<file path="config.mk">
export PLATFORM = sky130hd
export DESIGN_NAME = joystick_command_frame_parser
export DESIGN_NICKNAME = d
export VERILOG_FILES = /design/src/rtl/jcfp_pkg.sv /design/src/rtl/jcfp_framer.sv /design/src/rtl/jcfp_decoder.sv /design/src/rtl/joystick_command_frame_parser.sv
export SDC_FILE = /design/constraint.sdc
export NUM_CORES = 1
export LEC_CHECK = 0
export ABC_AREA = 1
export ABC_CLOCK_PERIOD_IN_PS = 8100
export CAP_MARGIN = 20
export CORE_ASPECT_RATIO = 1.5
export CORE_UTILIZATION = 65
export DETAILED_ROUTE_END_ITERATION = 10
export DONT_BUFFER_PORTS = 1
export GPL_TIMING_DRIVEN = 0
export PLACE_DENSITY = 0.82
export REMOVE_ABC_BUFFERS = 1
export SLEW_MARGIN = 20
export SYNTH_ARGS = -nofsm -noshare
export SYNTH_HDL_FRONTEND = slang
export SYNTH_SLANG_ARGS = --single-unit
</file>
<file path="constraint.sdc">
create_clock -name clk_i -period 8.1 [get_ports clk_i]
set_input_delay 1.62 -clock clk_i [delete_from_list [all_inputs] [get_ports clk_i]]
set_output_delay 1.62 -clock clk_i [all_outputs]
set_load 0.01 [all_outputs]
</file>
<file path="src/rtl/jcfp_pkg.sv">
// Shared types, constants and decode helpers for the joystick command frame parser.
package jcfp_pkg;

  localparam logic [7:0] START_BYTE_RESET = 8'h02;
  localparam logic [7:0] END_BYTE_RESET   = 8'h03;

  localparam int unsigned PAYLOAD_DEPTH = 6;
  localparam int unsigned FILL_W        = 4;
  localparam logic [FILL_W-1:0] FILL_MAX = 4'd8;

  localparam logic [2:0] LEN_BUTTON_M1 = 3'd2;
  localparam logic [2:0] LEN_JOY_M1    = 3'd7;

  localparam logic [7:0] LETTER_FIRST = 8'h41;
  localparam logic [7:0] LETTER_LAST  = 8'h4C;

  localparam int unsigned COORD_W = 16;
  localparam logic signed [COORD_W-1:0] ASCII_ZERO   = 16'sd48;
  localparam logic signed [COORD_W-1:0] COORD_OFFSET = 16'sd200;
  localparam logic signed [COORD_W-1:0] COORD_MAX    = 16'sd100;
  localparam logic signed [COORD_W-1:0] COORD_MIN    = -16'sd100;

  typedef enum logic [1:0] {
    KIND_NONE   = 2'd0,
    KIND_BUTTON = 2'd1,
    KIND_JOY    = 2'd2,
    KIND_OTHER  = 2'd3
  } frame_kind_e;

  typedef enum logic {
    CFG_START = 1'b0,
    CFG_END   = 1'b1
  } cfg_reg_e;

  typedef struct packed {
    logic       closed;
    logic [2:0] len_m1;
  } close_t;

  typedef struct packed {
    logic [2:0]        frame_len;
    frame_kind_e       frame_kind;
    logic signed [7:0] joy_x;
    logic signed [7:0] joy_y;
    logic [5:0]        button_bits;
    logic              reply_due;
    logic              coord_error;
  } result_t;

  // Three ASCII digits, each taken as code minus '0', less the 200 offset.
  function automatic logic signed [COORD_W-1:0] three_digits(
    input logic [7:0] hi,
    input logic [7:0] mid,
    input logic [7:0] lo
  );
    logic signed [COORD_W-1:0] a;
    logic signed [COORD_W-1:0] b;
    logic signed [COORD_W-1:0] c;
    a = signed'({8'h00, hi}) - ASCII_ZERO;
    b = signed'({8'h00, mid}) - ASCII_ZERO;
    c = signed'({8'h00, lo}) - ASCII_ZERO;
    return a * 16'sd100 + b * 16'sd10 + c - COORD_OFFSET;
  endfunction

endpackage

</file>
<file path="src/rtl/jcfp_framer.sv">
// Frame tracker: fill count, payload store and frame close detection.
module jcfp_framer (
  input  logic                                     clk_i,
  input  logic                                     rst_ni,
  input  logic                                     step_i,
  input  logic [7:0]                               byte_i,
  input  logic [7:0]                               start_byte_i,
  input  logic [7:0]                               end_byte_i,
  output jcfp_pkg::close_t                         close_o,
  output logic [jcfp_pkg::PAYLOAD_DEPTH-1:0][7:0]  payload_o
);
  import jcfp_pkg::*;

  logic [FILL_W-1:0]                fill_q, fill_d;
  logic [PAYLOAD_DEPTH-1:0][7:0]    payload_q;
  logic                             wr_en;
  logic [2:0]                       wr_addr;

  assign wr_addr = fill_q[2:0] - 3'd1;

  always_comb begin
    fill_d  = fill_q;
    close_o = '0;
    wr_en   = 1'b0;
    if (fill_q == '0) begin
      if (byte_i == start_byte_i) fill_d = FILL_W'(1);
    end else if (fill_q < FILL_MAX) begin
      wr_en  = (fill_q <= FILL_W'(PAYLOAD_DEPTH));
      fill_d = fill_q + FILL_W'(1);
      if (byte_i == end_byte_i) begin
        close_o.closed = 1'b1;
        close_o.len_m1 = fill_q[2:0];
        fill_d         = '0;
      end
    end else begin
      // overflow: drop the byte and fall back to hunting for a start
      fill_d = '0;
    end
  end

  always_ff @(posedge clk_i or negedge rst_ni) begin
    if (!rst_ni) begin
      fill_q <= '0;
    end else if (step_i) begin
      fill_q <= fill_d;
    end
  end

  always_ff @(posedge clk_i) begin
    if (step_i && wr_en) begin
      payload_q[wr_addr] <= byte_i;
    end
  end

  assign payload_o = payload_q;

  assert property (@(posedge clk_i) disable iff (!rst_ni) fill_q <= FILL_MAX)
    else $error("fill count past frame limit");

  assert property (@(posedge clk_i) disable iff (!rst_ni)
    step_i && close_o.closed |=> fill_q == '0)
    else $error("fill count not cleared after frame close");

endmodule

</file>
<file path="src/rtl/jcfp_decoder.sv">
// Command decoder: button and joystick state and the per-byte result.
module jcfp_decoder (
  input  logic                                     clk_i,
  input  logic                                     rst_ni,
  input  logic                                     step_i,
  input  jcfp_pkg::close_t                         close_i,
  input  logic [jcfp_pkg::PAYLOAD_DEPTH-1:0][7:0]  payload_i,
  output jcfp_pkg::result_t                        res_o
);
  import jcfp_pkg::*;

  logic [5:0]                button_q, button_d;
  logic signed [7:0]         x_q, x_d;
  logic signed [7:0]         y_q, y_d;
  logic signed [COORD_W-1:0] x_val, y_val;
  logic [7:0]                letter;
  logic [7:0]                idx;
  logic [2:0]                bit_sel;
  frame_kind_e               kind;
  logic                      reply;
  logic                      err;

  assign x_val   = three_digits(payload_i[0], payload_i[1], payload_i[2]);
  assign y_val   = three_digits(payload_i[3], payload_i[4], payload_i[5]);
  assign letter  = payload_i[0];
  assign idx     = letter - LETTER_FIRST;
  assign bit_sel = idx[3:1];

  always_comb begin
    kind     = KIND_NONE;
    reply    = 1'b0;
    err      = 1'b0;
    button_d = button_q;
    x_d      = x_q;
    y_d      = y_q;
    if (close_i.closed) begin
      case (close_i.len_m1)
        LEN_BUTTON_M1: begin
          kind  = KIND_BUTTON;
          reply = 1'b1;
          // letters at an even offset from 'A' set a button, odd offsets clear it
          if (letter inside {[LETTER_FIRST:LETTER_LAST]}) begin
            button_d[bit_sel] = ~idx[0];
          end
        end
        LEN_JOY_M1: begin
          kind  = KIND_JOY;
          reply = 1'b1;
          if (x_val < COORD_MIN || x_val > COORD_MAX ||
              y_val < COORD_MIN || y_val > COORD_MAX) begin
            err = 1'b1;
          end else begin
            x_d = x_val[7:0];
            y_d = y_val[7:0];
          end
        end
        default: begin
          kind = KIND_OTHER;
        end
      endcase
    end
  end

  always_ff @(posedge clk_i or negedge rst_ni) begin
    if (!rst_ni) begin
      button_q <= '0;
      x_q      <= '0;
      y_q      <= '0;
    end else if (step_i) begin
      button_q <= button_d;
      x_q      <= x_d;
      y_q      <= y_d;
    end
  end

  always_comb begin
    res_o.frame_len   = close_i.closed ? close_i.len_m1 : 3'd0;
    res_o.frame_kind  = kind;
    res_o.joy_x       = x_d;
    res_o.joy_y       = y_d;
    res_o.button_bits = button_d;
    res_o.reply_due   = reply;
    res_o.coord_error = err;
  end

endmodule

</file>
<file path="src/rtl/joystick_command_frame_parser.sv">
// Top level of the joystick command frame parser: handshakes, config and result register.
//
// One result per received byte. A byte is accepted every cycle while the result side
// keeps up; its result is decoded on the way from the input register into the result
// register, which it enters when the result register frees up. Start and end byte
// codes reset to STX and ETX and are written through the config port, which is always
// ready and must only be used while the parser is idle.
module joystick_command_frame_parser (
  input  logic                     clk_i,
  input  logic                     rst_ni,
  input  logic                     cfg_valid_i,
  output logic                     cfg_ready_o,
  input  logic                     cfg_index_i,
  input  logic [7:0]               cfg_data_i,
  input  logic                     in_valid_i,
  output logic                     in_stall_o,
  input  logic [7:0]               rx_byte_i,
  output logic                     out_valid_o,
  input  logic                     out_stall_i,
  output logic [2:0]               frame_len_o,
  output logic [1:0]               frame_kind_o,
  output logic signed [7:0]        joy_x_o,
  output logic signed [7:0]        joy_y_o,
  output logic [5:0]               button_bits_o,
  output logic                     reply_due_o,
  output logic                     coord_error_o
);
  import jcfp_pkg::*;

  logic [7:0]                    start_q;
  logic [7:0]                    end_q;
  logic                          s1_valid_q;
  logic [7:0]                    s1_byte_q;
  logic                          out_valid_q;
  result_t                       out_q;
  result_t                       res;
  close_t                        close_info;
  logic [PAYLOAD_DEPTH-1:0][7:0] payload;
  logic                          adv;
  logic                          step;

  assign cfg_ready_o = 1'b1;

  always_ff @(posedge clk_i or negedge rst_ni) begin
    if (!rst_ni) begin
      start_q <= START_BYTE_RESET;
      end_q   <= END_BYTE_RESET;
    end else if (cfg_valid_i && cfg_ready_o) begin
      case (cfg_index_i)
        CFG_START: start_q <= cfg_data_i;
        CFG_END:   end_q   <= cfg_data_i;
        default: ;
      endcase
    end
  end

  // result register frees up when empty or when its request is taken
  assign adv        = !out_valid_q || !out_stall_i;
  assign step       = s1_valid_q && adv;
  assign in_stall_o = s1_valid_q && !adv;

  always_ff @(posedge clk_i or negedge rst_ni) begin
    if (!rst_ni) begin
      s1_valid_q <= 1'b0;
    end else if (in_valid_i && !in_stall_o) begin
      s1_valid_q <= 1'b1;
    end else if (step) begin
      s1_valid_q <= 1'b0;
    end
  end

  always_ff @(posedge clk_i) begin
    if (in_valid_i && !in_stall_o) begin
      s1_byte_q <= rx_byte_i;
    end
  end

  jcfp_framer u_framer (
    .clk_i        (clk_i),
    .rst_ni       (rst_ni),
    .step_i       (step),
    .byte_i       (s1_byte_q),
    .start_byte_i (start_q),
    .end_byte_i   (end_q),
    .close_o      (close_info),
    .payload_o    (payload)
  );

  jcfp_decoder u_decoder (
    .clk_i     (clk_i),
    .rst_ni    (rst_ni),
    .step_i    (step),
    .close_i   (close_info),
    .payload_i (payload),
    .res_o     (res)
  );

  always_ff @(posedge clk_i or negedge rst_ni) begin
    if (!rst_ni) begin
      out_valid_q <= 1'b0;
    end else if (adv) begin
      out_valid_q <= s1_valid_q;
    end
  end

  always_ff @(posedge clk_i) begin
    if (step) begin
      out_q <= res;
    end
  end

  assign out_valid_o   = out_valid_q;
  assign frame_len_o   = out_q.frame_len;
  assign frame_kind_o  = out_q.frame_kind;
  assign joy_x_o       = out_q.joy_x;
  assign joy_y_o       = out_q.joy_y;
  assign button_bits_o = out_q.button_bits;
  assign reply_due_o   = out_q.reply_due;
  assign coord_error_o = out_q.coord_error;

  assert property (@(posedge clk_i) disable iff (!rst_ni)
    out_valid_o && frame_kind_o == KIND_NONE |->
      !reply_due_o && !coord_error_o && frame_len_o == 3'd0)
    else $error("frame flags set without a closed frame");

  assert property (@(posedge clk_i) disable iff (!rst_ni)
    out_valid_o && coord_error_o |-> frame_kind_o == KIND_JOY && reply_due_o)
    else $error("coordinate error outside a joystick frame");

  assert property (@(posedge clk_i) disable iff (!rst_ni)
    s1_valid_q && !adv |=> s1_valid_q && $stable(s1_byte_q))
    else $error("held input byte lost while result side stalled");

endmodule
</file>
==> results.sh <==
export IMPL_outcome="completed"
export IMPL_diodes=0
export IMPL_grt_use_total=0.2776
export IMPL_drtIter0Drc=372
export IMPL_hold_path_class="flop to flop"
export IMPL_met2_usage=0.5402
export IMPL_post_cts_setup_buffer_count=0
export IMPL_min_period_ns=6.428
export IMPL_met3_usage=0.04343
export IMPL_worstPathArrival_ns=6.71
export IMPL_fmax_mhz=155.6
export IMPL_drive_gt1_frac=0.06724
export IMPL_slew_limit_headroom=0.3342
export IMPL_core_mm2=0.01633
export IMPL_worst_pin_slew_ns=0.9963
export IMPL_period_share=0.7935
export IMPL_netlist_area_mm2=0.01092
export IMPL_synth_avg_cell_area_um2=8.678
export IMPL_hold_viol=0
export IMPL_finalSetupViolCount=0
export IMPL_drv_cap=0
export IMPL_cts_root_buf="clkbuf_16"
export IMPL_fin_area_mm2=0.01167
export IMPL_vias=8274
export IMPL_synth_top_area_share=0.2338
export IMPL_startpoint_type="flop"
export IMPL_rrSetupSlack_ns=1.67
export IMPL_totalWireLength_mm=22.56
export IMPL_crit_fanout=19
export IMPL_die_h_um=160.7
export IMPL_clockBufferDepth=2
export IMPL_synth_warnings=0
export IMPL_criticalPathCategory="flop to flop"
export IMPL_htreeDepth=4
export IMPL_numClockSinks=129
export IMPL_drcViolationCount=0
export IMPL_grt_overflow=0
export IMPL_grt_max_degree=47
export IMPL_die_w_um=107.8
export IMPL_rows=57
export IMPL_port_buffers=0
export IMPL_grt_pass1_wl_mm=37.03
export IMPL_postPlaceCellArea_mm2=0.01110
export IMPL_antenna_found_initial=0
export IMPL_synth_cell_type_count=44
export IMPL_synth_ff_type="edfxtp_1"
export IMPL_die_area_mm2=0.01733
export IMPL_io_pins=54
export IMPL_dr_pass1_iters=6
export IMPL_rsz0062_at_grt="false"
export IMPL_synth_largest_area_cell="edfxtp_1"
export IMPL_cts_buffers=17
export IMPL_synth_area_leaders="edfxtp_1, ha_1, dfrtp_1"
export IMPL_end_kind="flop"
export IMPL_drtAntennaViolNets=0
export IMPL_ys_top_cells_by_count="nand2_1, inv_1, ha_1"
export IMPL_synthArstFlopShare=0.3411
export IMPL_nets=1484
export IMPL_seq_area_frac_synth=0.3350
export IMPL_syn_inst=1258
export IMPL_top_usage_layer="met2"
export IMPL_vias_per_cell=5.572
export IMPL_syn_to_final_growth_pct=6.922
export IMPL_use_met1=0.2735
export IMPL_dpl_hpwl_mm=17.15
export IMPL_path_clk_slew_ns=0.06
export IMPL_tritoncts="done"
export IMPL_final_max_slew_viol_count=0
export IMPL_yosysMostFrequentCell="nand2_1"
export IMPL_globalplace_congestion=0.8662
export IMPL_post_cts_resized=0
export IMPL_ctsHoldBuffers=0
export IMPL_worstSkewPairLatency_ns=0.43
export IMPL_synth_edf_count=85
export IMPL_ys_ff_latch=129
export IMPL_fin_setup_tns_ns=0
export IMPL_first_global_vias=8454
export IMPL_skew_ns=0.009468
export IMPL_start_util=0.6684
export IMPL_cp_data_required_time_ns=8.38
export IMPL_wl_per_cell_um=15.19
[worst paths after layout]
| check | from | endpoint | cells after the start |
|---|---|---|---|
| worst min-delay path | u_decoder.y_q[6] | u_decoder.y_q[6] | 2 |
| worst min register to register | u_decoder.y_q[6] | u_decoder.y_q[6] | 2 |
| max in group asynchronous | rst_ni | end_q[0] | 0 |
| worst max-delay path | u_framer.payload_o[4] | joy_x_o[7] | 26 |
| min in group asynchronous | rst_ni | u_decoder.y_q[7] | 0 |
| worst max register to register | u_framer.payload_o[4] | joy_x_o[7] | 26 |
[state kept, by name, summed over array words and instances (netlist names)]
signal,cells
start_q,8
u_framer.fill_q,4
frame_kind_o,2
u_framer.payload_o,48
button_bits_o,6
frame_len_o,3
s1_byte_q,8
s1_valid_q,1
u_decoder.x_q,8
u_decoder.button_q,6
end_q,8
joy_y_o,8
joy_x_o,8
u_decoder.y_q,8
out_valid_o,1
reply_due_o,1
coord_error_o,1
[layer usage]
layer / up-vias / share of wire
met1: 3914 / 0.36
met2: 214 / 0.56
met5: - / 0
met4: 0 / 0.045
met3: 78 / 0.033
li1: 4068 / -
[cell families (layout without fill, tap and decap cells)]
family | after synthesis | after routing | synth area share
adders and majority gates | 196 | 196 | 0.2535
buffers and inverters | 271 | 292 | 0.09593
AOI/OAI and AO/OA | 113 | 113 | 0.05754
other | 1 | 1 | 0.0003435
xor gates and xnor gates | 69 | 69 | 0.05536
DFF | 129 | 129 | 0.3350
and+or+nand+nor | 479 | 479 | 0.2023
[placed cells by master (no fill, tap or decap), types with 2 or more instances in the layout]
cell type,n
nor3_2,2
dfrtp_1,41
o21ai_1,6
a21o_1,2
xnor2_1,17
xor2_1,52
nand3_2,4
nor4_2,2
a31oi_1,8
inv_1,252
inv_6,4
nor4_1,2
dfstp_2,3
nor3_1,8
or2_2,4
nand2_4,2
fa_1,42
ha_1,154
nand2_1,256
inv_4,3
inv_8,3
and2_1,16
o21ai_0,42
nor2_2,4
nor2_1,50
a21oi_2,4
nand4_1,27
a21oi_1,40
inv_2,6
nand3_1,73
clkinv_4,3
nand2_2,20
nand3b_1,6
o21bai_1,7
clkbuf_16,18
edfxtp_1,85
[cell type report]
type / count / area, um^2
Clock buffer: 19 / 454.2
Clock inverter: 13 / 113.9
Fill cell: 1176 / 4659
Inverter: 260 / 977.2
Multi-Input combinational cell: 858 / 6212
Sequential cell: 129 / 3657
Tap cell: 206 / 257.7
[worst max-delay path: stages, from the launching register on]
cell	delay [ns]
edfxtp_1	0.47
ha_1	0.26
xor2_1	0.35
inv_1	0.13
ha_1	0.33
fa_1	0.46
ha_1	0.30
ha_1	0.32
inv_1	0.08
o21ai_0	0.27
a31oi_1	0.09
xor2_1	0.15
ha_1	0.30
fa_1	0.50
inv_1	0.04
ha_1	0.33
inv_1	0.12
o21ai_0	0.09
a21oi_1	0.18
nand3_1	0.11
xor2_1	0.16
nor3_1	0.17
nand3_1	0.15
nand2_4	0.23
nand3_4	0.27
nand2_1	0.18
and2_1	0.17
[through the flow]
stage	worst slack [ns]	util	hold WS (ns)	cells
floorplan	2.515	-	0.4491	1247
global placement	1.883	0.6798	0.4607	1453
detailed placement	1.737	0.6799	0.4649	1453
CTS	1.691	0.7147	0.4816	1485
global route	1.278	0.7147	0.5095	1485
finish	1.672	0.7147	0.4774	1485
Power is left out: the tool's default activity adds up to more than one toggle a clock period on the data nets, which glitch-free logic cannot reach.
